File: config.mk
export PLATFORM = sky130hd
export DESIGN_NAME = pi_controller_antiwindup_rate_limit_core
export DESIGN_NICKNAME = d
export VERILOG_FILES = /design/src/pic_pkg.sv /design/src/pic_cfg_regs.sv /design/src/pic_ctrl.sv /design/src/pic_datapath.sv /design/src/pi_controller_antiwindup_rate_limit_core.sv
export SDC_FILE = /design/constraint.sdc
export NUM_CORES = 2
export LEC_CHECK = 0
export ABC_AREA = 0
export BUFFER_PORTS_ARGS = -buffer_cell sky130_fd_sc_hd__clkbuf_2
export CORE_AREA = 2 2 302 274
export DETAILED_ROUTE_END_ITERATION = 6
export DIE_AREA = 0 0 304 276
export PLACE_DENSITY = 0.7
export SLEW_MARGIN = 10
export SYNTH_ARGS = -nofsm -noshare
export SYNTH_HDL_FRONTEND = slang
export SYNTH_SLANG_ARGS = --single-unit
File: constraint.sdc
create_clock -name clk -period 13.2 [get_ports clk]
set_input_delay 0.66 -clock clk [delete_from_list [all_inputs] [get_ports clk]]
set_output_delay 0.66 -clock clk [all_outputs]
set_load 0.05 [all_outputs]
File: src/pic_pkg.sv
// Types and constants of the PI brake controller core.
package pic_pkg;

  // Input item and result item
  typedef struct packed {
    logic signed [15:0] decel_request;
    logic signed [15:0] decel_measured;
    logic [15:0]        time_step;
  } in_item_t;

  typedef struct packed {
    logic [14:0] brake_command;
    logic        rate_limited;
  } out_item_t;

  // Configuration register set
  typedef struct packed {
    logic [15:0] kp_gain;
    logic [15:0] ki_gain;
    logic [14:0] integ_ceiling;
    logic [14:0] output_min;
    logic [14:0] output_max;
    logic [23:0] rate_limit;
  } cfg_t;

  localparam int CFG_IDX_W  = 3;
  localparam int CFG_DATA_W = 24;

  localparam logic [CFG_IDX_W-1:0] REG_KP_GAIN       = 3'd0;
  localparam logic [CFG_IDX_W-1:0] REG_KI_GAIN       = 3'd1;
  localparam logic [CFG_IDX_W-1:0] REG_INTEG_CEILING = 3'd2;
  localparam logic [CFG_IDX_W-1:0] REG_OUTPUT_MIN    = 3'd3;
  localparam logic [CFG_IDX_W-1:0] REG_OUTPUT_MAX    = 3'd4;
  localparam logic [CFG_IDX_W-1:0] REG_RATE_LIMIT    = 3'd5;

  localparam logic [15:0] KP_GAIN_RST       = 16'd1024;
  localparam logic [15:0] KI_GAIN_RST       = 16'd205;
  localparam logic [14:0] INTEG_CEILING_RST = 15'd12800;
  localparam logic [14:0] OUTPUT_MIN_RST    = 15'd0;
  localparam logic [14:0] OUTPUT_MAX_RST    = 15'd25600;
  localparam logic [23:0] RATE_LIMIT_RST    = 24'd25600;

  // Operand selections of the shared multiplier
  localparam logic [1:0] MUL_KI_DT    = 2'd0;
  localparam logic [1:0] MUL_PROD_ERR = 2'd1;
  localparam logic [1:0] MUL_KP_ERR   = 2'd2;
  localparam logic [1:0] MUL_RL_DT    = 2'd3;

  // Ways of finishing an item
  localparam logic [1:0] FIN_NORMAL = 2'd0;
  localparam logic [1:0] FIN_CLEAR  = 2'd1;
  localparam logic [1:0] FIN_HOLD   = 2'd2;

  // Commands from the controller to the datapath
  typedef struct packed {
    logic       load_item;
    logic       mul_en;
    logic [1:0] mul_op;
    logic       upd_integ;
    logic       upd_outv;
    logic       fin_en;
    logic [1:0] fin;
  } dp_cmd_t;

  // Status from the datapath to the controller
  typedef struct packed {
    logic target_nonpos;
    logic step_zero;
    logic out_free;
  } dp_status_t;

endpackage

File: src/pic_cfg_regs.sv
// Configuration register file of the PI brake controller core.
module pic_cfg_regs (
  input  logic                           clk,
  input  logic                           rst,
  input  logic                           cfg_valid,
  output logic                           cfg_ready,
  input  logic [pic_pkg::CFG_IDX_W-1:0]  cfg_index,
  input  logic [pic_pkg::CFG_DATA_W-1:0] cfg_data,
  output pic_pkg::cfg_t                  cfg
);
  import pic_pkg::*;

  // Writes are always taken; cfg_ready is tied high.
  assign cfg_ready = 1'b1;

  // Each write lands in the register its index names; other indexes are dropped.
  always_ff @(posedge clk) begin
    if (rst) begin
      cfg.kp_gain       <= KP_GAIN_RST;
      cfg.ki_gain       <= KI_GAIN_RST;
      cfg.integ_ceiling <= INTEG_CEILING_RST;
      cfg.output_min    <= OUTPUT_MIN_RST;
      cfg.output_max    <= OUTPUT_MAX_RST;
      cfg.rate_limit    <= RATE_LIMIT_RST;
    end else if (cfg_valid) begin
      case (cfg_index)
        REG_KP_GAIN:       cfg.kp_gain       <= cfg_data[15:0];
        REG_KI_GAIN:       cfg.ki_gain       <= cfg_data[15:0];
        REG_INTEG_CEILING: cfg.integ_ceiling <= cfg_data[14:0];
        REG_OUTPUT_MIN:    cfg.output_min    <= cfg_data[14:0];
        REG_OUTPUT_MAX:    cfg.output_max    <= cfg_data[14:0];
        REG_RATE_LIMIT:    cfg.rate_limit    <= cfg_data[23:0];
        default: ;
      endcase
    end
  end

endmodule

File: src/pic_ctrl.sv
// Sequencing state machine of the PI brake controller core.
module pic_ctrl (
  input  logic                clk,
  input  logic                rst,
  input  logic                in_valid,
  output logic                in_ready,
  input  pic_pkg::dp_status_t status,
  output pic_pkg::dp_cmd_t    cmd
);
  import pic_pkg::*;

  localparam logic [2:0] S_IDLE = 3'd0;
  localparam logic [2:0] S_KD   = 3'd1;
  localparam logic [2:0] S_ERR  = 3'd2;
  localparam logic [2:0] S_KP   = 3'd3;
  localparam logic [2:0] S_RL   = 3'd4;
  localparam logic [2:0] S_LIM  = 3'd5;
  localparam logic [2:0] S_CLR  = 3'd6;
  localparam logic [2:0] S_HOLD = 3'd7;

  logic [2:0] state;
  logic [2:0] state_next;

  // Next state and the commands issued in each state.
  always_comb begin
    state_next = state;
    in_ready   = 1'b0;
    cmd        = '0;
    case (state)
      S_IDLE: begin
        in_ready = 1'b1;
        if (in_valid) begin
          cmd.load_item = 1'b1;
          state_next    = S_KD;
        end
      end
      S_KD: begin
        cmd.mul_en = 1'b1;
        cmd.mul_op = MUL_KI_DT;
        if (status.target_nonpos) begin
          state_next = S_CLR;
        end else if (status.step_zero) begin
          state_next = S_HOLD;
        end else begin
          state_next = S_ERR;
        end
      end
      S_ERR: begin
        cmd.mul_en = 1'b1;
        cmd.mul_op = MUL_PROD_ERR;
        state_next = S_KP;
      end
      S_KP: begin
        cmd.mul_en    = 1'b1;
        cmd.mul_op    = MUL_KP_ERR;
        cmd.upd_integ = 1'b1;
        state_next    = S_RL;
      end
      S_RL: begin
        cmd.mul_en   = 1'b1;
        cmd.mul_op   = MUL_RL_DT;
        cmd.upd_outv = 1'b1;
        state_next   = S_LIM;
      end
      S_LIM: begin
        cmd.fin = FIN_NORMAL;
        if (status.out_free) begin
          cmd.fin_en = 1'b1;
          state_next = S_IDLE;
        end
      end
      S_CLR: begin
        cmd.fin = FIN_CLEAR;
        if (status.out_free) begin
          cmd.fin_en = 1'b1;
          state_next = S_IDLE;
        end
      end
      S_HOLD: begin
        cmd.fin = FIN_HOLD;
        if (status.out_free) begin
          cmd.fin_en = 1'b1;
          state_next = S_IDLE;
        end
      end
      default: state_next = S_IDLE;
    endcase
  end

  // State register.
  always_ff @(posedge clk) begin
    if (rst) begin
      state <= S_IDLE;
    end else begin
      state <= state_next;
    end
  end

endmodule

File: src/pic_datapath.sv
// Arithmetic datapath of the PI brake controller core around one shared multiplier.
module pic_datapath (
  input  logic                clk,
  input  logic                rst,
  input  pic_pkg::cfg_t       cfg,
  input  pic_pkg::in_item_t   in_data,
  input  pic_pkg::dp_cmd_t    cmd,
  output pic_pkg::dp_status_t status,
  output logic                out_valid,
  input  logic                out_ready,
  output pic_pkg::out_item_t  out_data
);
  import pic_pkg::*;

  in_item_t            item;
  logic signed [16:0]  err;
  logic signed [32:0]  mul_a;
  logic signed [17:0]  mul_b;
  logic signed [50:0]  prod;
  logic [31:0]         integrator;
  logic [14:0]         outv;
  logic [14:0]         last_output;

  logic signed [38:0]  inc;
  logic signed [39:0]  isum;
  logic signed [39:0]  imax_ext;
  logic signed [39:0]  iclamp;
  logic signed [41:0]  kp_term;
  logic signed [42:0]  rsum;
  logic signed [26:0]  raw;
  logic signed [26:0]  rclamp;
  logic [23:0]         md;
  logic signed [25:0]  md_s;
  logic signed [25:0]  prev_s;
  logic signed [25:0]  delta;
  logic signed [25:0]  lim_v;
  logic signed [25:0]  fclamp;
  logic                limited;

  // Item register; the error is formed once on the way in.
  always_ff @(posedge clk) begin
    if (cmd.load_item) begin
      item <= in_data;
      err  <= {in_data.decel_request[15], in_data.decel_request}
            - {in_data.decel_measured[15], in_data.decel_measured};
    end
  end

  // Operand selection for the shared multiplier.
  always_comb begin
    case (cmd.mul_op)
      MUL_KI_DT: begin
        mul_a = $signed({17'd0, cfg.ki_gain});
        mul_b = $signed({2'b00, item.time_step});
      end
      MUL_PROD_ERR: begin
        mul_a = $signed({1'b0, prod[31:0]});
        mul_b = {err[16], err};
      end
      MUL_KP_ERR: begin
        mul_a = $signed({17'd0, cfg.kp_gain});
        mul_b = {err[16], err};
      end
      MUL_RL_DT: begin
        mul_a = $signed({9'd0, cfg.rate_limit});
        mul_b = $signed({2'b00, item.time_step});
      end
      default: begin
        mul_a = $signed({17'd0, cfg.ki_gain});
        mul_b = $signed({2'b00, item.time_step});
      end
    endcase
  end

  // Product register of the shared multiplier.
  always_ff @(posedge clk) begin
    if (cmd.mul_en) begin
      prod <= mul_a * mul_b;
    end
  end

  // Integrator step: floor of ki*err*dt to 24 fraction bits, then clamp.
  always_comb begin
    inc      = $signed(prod[50:12]);
    isum     = $signed({8'd0, integrator}) + {inc[38], inc};
    imax_ext = $signed({9'd0, cfg.integ_ceiling, 16'd0});
    iclamp   = isum;
    if (iclamp < 40'sd0) begin
      iclamp = 40'sd0;
    end
    if (iclamp > imax_ext) begin
      iclamp = imax_ext;
    end
  end

  // Raw output: kp*err plus integrator, floored to Q7.8 and clamped.
  always_comb begin
    kp_term = $signed({prod[33:0], 8'd0});
    rsum    = {kp_term[41], kp_term} + $signed({11'd0, integrator});
    raw     = rsum[42:16];
    rclamp  = raw;
    if (rclamp < $signed({12'd0, cfg.output_min})) begin
      rclamp = $signed({12'd0, cfg.output_min});
    end
    if (rclamp > $signed({12'd0, cfg.output_max})) begin
      rclamp = $signed({12'd0, cfg.output_max});
    end
  end

  // Rate limiter against the previous command, then the final clamp.
  always_comb begin
    md      = prod[39:16];
    md_s    = $signed({2'b00, md});
    prev_s  = $signed({11'd0, last_output});
    delta   = $signed({11'd0, outv}) - prev_s;
    limited = 1'b0;
    lim_v   = $signed({11'd0, outv});
    if (delta > md_s) begin
      lim_v   = prev_s + md_s;
      limited = 1'b1;
    end else if (delta < -md_s) begin
      lim_v   = prev_s - md_s;
      limited = 1'b1;
    end
    fclamp = lim_v;
    if (fclamp < $signed({11'd0, cfg.output_min})) begin
      fclamp = $signed({11'd0, cfg.output_min});
    end
    if (fclamp > $signed({11'd0, cfg.output_max})) begin
      fclamp = $signed({11'd0, cfg.output_max});
    end
  end

  // Clamped raw output waits here for the rate limiter.
  always_ff @(posedge clk) begin
    if (cmd.upd_outv) begin
      outv <= rclamp[14:0];
    end
  end

  // Controller state and the result register.
  always_ff @(posedge clk) begin
    if (rst) begin
      integrator  <= '0;
      last_output <= '0;
      out_valid   <= 1'b0;
    end else begin
      if (cmd.upd_integ) begin
        integrator <= iclamp[31:0];
      end
      if (cmd.fin_en) begin
        out_valid <= 1'b1;
        case (cmd.fin)
          FIN_NORMAL: begin
            last_output            <= fclamp[14:0];
            out_data.brake_command <= fclamp[14:0];
            out_data.rate_limited  <= limited;
          end
          FIN_CLEAR: begin
            integrator             <= '0;
            last_output            <= '0;
            out_data.brake_command <= '0;
            out_data.rate_limited  <= 1'b0;
          end
          FIN_HOLD: begin
            out_data.brake_command <= last_output;
            out_data.rate_limited  <= 1'b0;
          end
          default: begin
            out_data.brake_command <= last_output;
            out_data.rate_limited  <= 1'b0;
          end
        endcase
      end else if (out_ready) begin
        out_valid <= 1'b0;
      end
    end
  end

  // Status back to the controller.
  assign status.target_nonpos = item.decel_request[15] || (item.decel_request == 16'sd0);
  assign status.step_zero     = (item.time_step == 16'd0);
  assign status.out_free      = !out_valid || out_ready;

endmodule

File: src/pi_controller_antiwindup_rate_limit_core.sv
// PI brake controller with integrator anti-windup and output rate limiting.
// One item at a time is processed: a normal item goes from its accept
// cycle through four products on the single shared 33 x 18 multiplier and
// a rate-limit step to its registered result, and the block takes no new
// item before then; that last step waits while a result is still stalled.
// An item with a non-positive target or a zero time step finishes after its
// first product. A finished result is held in an output register, and
// the next item is accepted while it waits. Configuration writes
// must be made only while no item is in progress.
module pi_controller_antiwindup_rate_limit_core (
  input  logic                           clk,
  input  logic                           rst,
  input  logic                           in_valid,
  output logic                           in_ready,
  input  pic_pkg::in_item_t              in_data,
  output logic                           out_valid,
  input  logic                           out_ready,
  output pic_pkg::out_item_t             out_data,
  input  logic                           cfg_valid,
  output logic                           cfg_ready,
  input  logic [pic_pkg::CFG_IDX_W-1:0]  cfg_index,
  input  logic [pic_pkg::CFG_DATA_W-1:0] cfg_data
);
  import pic_pkg::*;

  cfg_t       cfg;
  dp_cmd_t    cmd;
  dp_status_t status;

  // Configuration registers.
  pic_cfg_regs u_cfg_regs (
    .clk       (clk),
    .rst       (rst),
    .cfg_valid (cfg_valid),
    .cfg_ready (cfg_ready),
    .cfg_index (cfg_index),
    .cfg_data  (cfg_data),
    .cfg       (cfg)
  );

  // Sequencer.
  pic_ctrl u_ctrl (
    .clk      (clk),
    .rst      (rst),
    .in_valid (in_valid),
    .in_ready (in_ready),
    .status   (status),
    .cmd      (cmd)
  );

  // Datapath.
  pic_datapath u_datapath (
    .clk       (clk),
    .rst       (rst),
    .cfg       (cfg),
    .in_data   (in_data),
    .cmd       (cmd),
    .status    (status),
    .out_valid (out_valid),
    .out_ready (out_ready),
    .out_data  (out_data)
  );

endmodule

==> results.toml <==
[floorplanning]
die_h_um = 276
die_area_um2 = 83900
core.rowCount = 99
top_level_ports = 99
die_w_um = 304
fp.coreArea_um2 = 80600
start_util_pct = 48.6

[clock_network]
hold_buffers = 0
post-cts-setup-buffer-count = 0
post_cts_resized = 0
cts_inserted_buffers = 36
numClockSinks = 283
clk_latency_ns = 0.57
clock-root-buffer = "clkbuf_16"
clkTransAtPathRegs_ns = 0.06
cts_tree = "yes"
htree_levels = 2
cts_max_path_buffers = 3

[detailed_routing]
wl_um = 118000
vias_per_cell = 5.79
vias = 32800
drc = 1
drtIter0Drc = 3411
firstDrtPassIters = 7
wl_per_cell_um = 20.9
ant_nets = 0

[worst_setup_path]
cp.depth = 31
arrival_ns = 11.91
crit_type = "register to register"
startpoint_type = "register"
cpMostUsedCell = "fa_1"
reg2regPathDepth = 31
end_kind = "register"
path_buf_inv = 6
slowest_delay_ns = 0.79
critical_path.top_delay_family = "adder cells"
path_max_fanout = 27
crit_slowest_cell = "a32oi_1"
worstPathRequired_ns = 13.51

[placement]
placed_area_um2 = 40700
io_buffers = 97
dp_hpwl_um = 95000
gp_congestion = 0.956
place_ws_ns = 1.71

[timing]
hold_viol_final = 0
worst_slew_pin_slew_ns = 1.26
min_period_ns = 11.59
setup_slack_ns = 1.61
fmax_mhz = 86.2
rsz0062_at_grt = "no"
tns_ns = 0
period_share_pct = 87.8
fin_skew_ns = 0.0475
report.final.setup_viol = 0
relSlewSlack_pct = 16.0
drv_slew = 0

[outcome]
violations = "design-rule violations"
status = "complete, but fails checks"

[global_routing]
antenna_found_initial = 4
grt_first_pass_wirelength_um = 185000
first_global_vias = 32500
grt_max_degree = 98
grtUsageTotal_pct = 28.1
grt_overflow = 0

[final_layout]
final_area_um2 = 41900
area.growth.synth_to_final_pct = 6.86
drive_above_1_share_pct = 6.70
fill_cells = 7548
final_nets = 5547

[yosys]
synth_edf_count = 131
synth_warnings = 0
syn_area_um2 = 39200
async_flop_share_pct = 0
ys_seq_area_share_pct = 17.8
syn_inst = 4589
synth_cell_types = 105
synthFlopType = "dfxtp_1"
ys_ff_latch = 283
synth_area_per_cell_um2 = 8.54
syn_nets = 5555

[flow_run]
maxCapViolCount = 0

[worst_hold_path]
min_path_type = "input port to register"
whs_path_depth = 1
## cells in the mapped netlist (47+ instances only)
cell / n / area share [%]
fa_1: 485 / 25
clkbuf_1: 169 / 1.6
nor2_1: 318 / 3.0
xnor2_1: 100 / 2.2
dfxtp_1: 152 / 7.8
nand2b_1: 47 / 0.75
nor2b_1: 50 / 0.80
nand2_1: 778 / 7.5
a21oi_1: 268 / 3.4
nand3_1: 71 / 0.91
edfxtp_1: 131 / 10
xor2_1: 53 / 1.2
o21ai_0: 154 / 2.0
nand4_1: 62 / 0.99
ha_1: 401 / 13
inv_1: 677 / 6.5
mux2_2: 47 / 1.4
a21o_1: 62 / 1.2
## layout by cell type, fill, tap and decap left out, types with 49 or more instances in the layout
master	netlist	final
nand2_1	778	778
inv_1	677	677
fa_1	485	485
ha_1	401	401
nor2_1	318	318
a21oi_1	268	268
o21ai_0	154	154
dfxtp_1	152	152
edfxtp_1	131	131
xnor2_1	100	100
clkbuf_2	0	96
nand3_1	71	71
a21o_1	62	62
nand4_1	62	62
buf_4	4	54
xor2_1	53	53
nor2b_1	50	49
## layout make-up
type / count / area [µm²] / area share [%]
Multi-Input combinational cell: 3430 / 28900 / 69.1
Inverter: 680 / 2550 / 6.10
Timing Repair Buffer: 150 / 886 / 2.12
Clock inverter: 18 / 158 / 0.377
Sequential cell: 283 / 6980 / 16.7
Clock buffer: 48 / 1030 / 2.46
Tap cell: 1060 / 1330 / 3.17
Antenna cell: 1 / 2.50 / 0.00598
## stage by stage
| step | instances | util [%] | hold WS [ns] |
|---|---|---|---|
| detailed placement | 5603 | 50.5 | 0.448 |
| global route | 5669 | 51.9 | 0.267 |
| CTS | 5669 | 51.9 | 0.261 |
| global placement | 5603 | 50.5 | 0.443 |
| floorplan | 4589 | - | 0.432 |
| finish | 5670 | 51.9 | 0.277 |
## sequential cells by signal, summed over array words and instances (netlist names)
name and cells:
u_cfg_regs.cfg 101, u_ctrl.state 3, u_datapath.err 17, u_datapath.integrator 32
u_datapath.item 32, u_datapath.last_output 15, u_datapath.out_data 16, u_datapath.out_valid 1
u_datapath.outv 15, u_datapath.prod 51
## routing by layer
| metal | GRT usage, % | vias up | routed length [µm] |
|---|---|---|---|
| met5 | 0 | - | 27 |
| met1 | 38.7 | 16000 | 49700 |
| met3 | 6.15 | 267 | 11900 |
| met4 | 10.0 | 4 | 4720 |
| met2 | 43.5 | 1464 | 52000 |
| li1 | - | 15100 | - |
## kinds of logic (layout without fill, tap and decap cells)
kind of cell               Yosys count  count (layout)  share of synthesized area [%]
other                                1               2                        0.00957
adders and majority gates          887             887                           37.6
AOI/OAI and AO/OA                  786             786                           13.0
muxes                               89              89                           2.44
xor gates and xnor gates           154             154                           3.48
buffers and inverters              876             896                           8.55
and+or+nand+nor                   1513            1513                           17.1
DFF                                283             283                           17.8
## final timing paths
kind                                   start                              end  slack, ns
min reg2reg  u_cfg_regs.cfg[99]$_SDFFE_PP0P_  u_cfg_regs.cfg[99]$_SDFFE_PP0P_       0.46
min                              in_data[15]    u_datapath.item[15]$_DFFE_PP_       0.28
max             u_ctrl.state[0]$_SDFFE_PP0P_    u_datapath.prod[50]$_DFFE_PP_       1.61
max reg2reg     u_ctrl.state[0]$_SDFFE_PP0P_    u_datapath.prod[50]$_DFFE_PP_       1.61
Power is left out: the tool's default activity adds up to more than one toggle a clock period on the data nets, which glitch-free logic cannot reach.
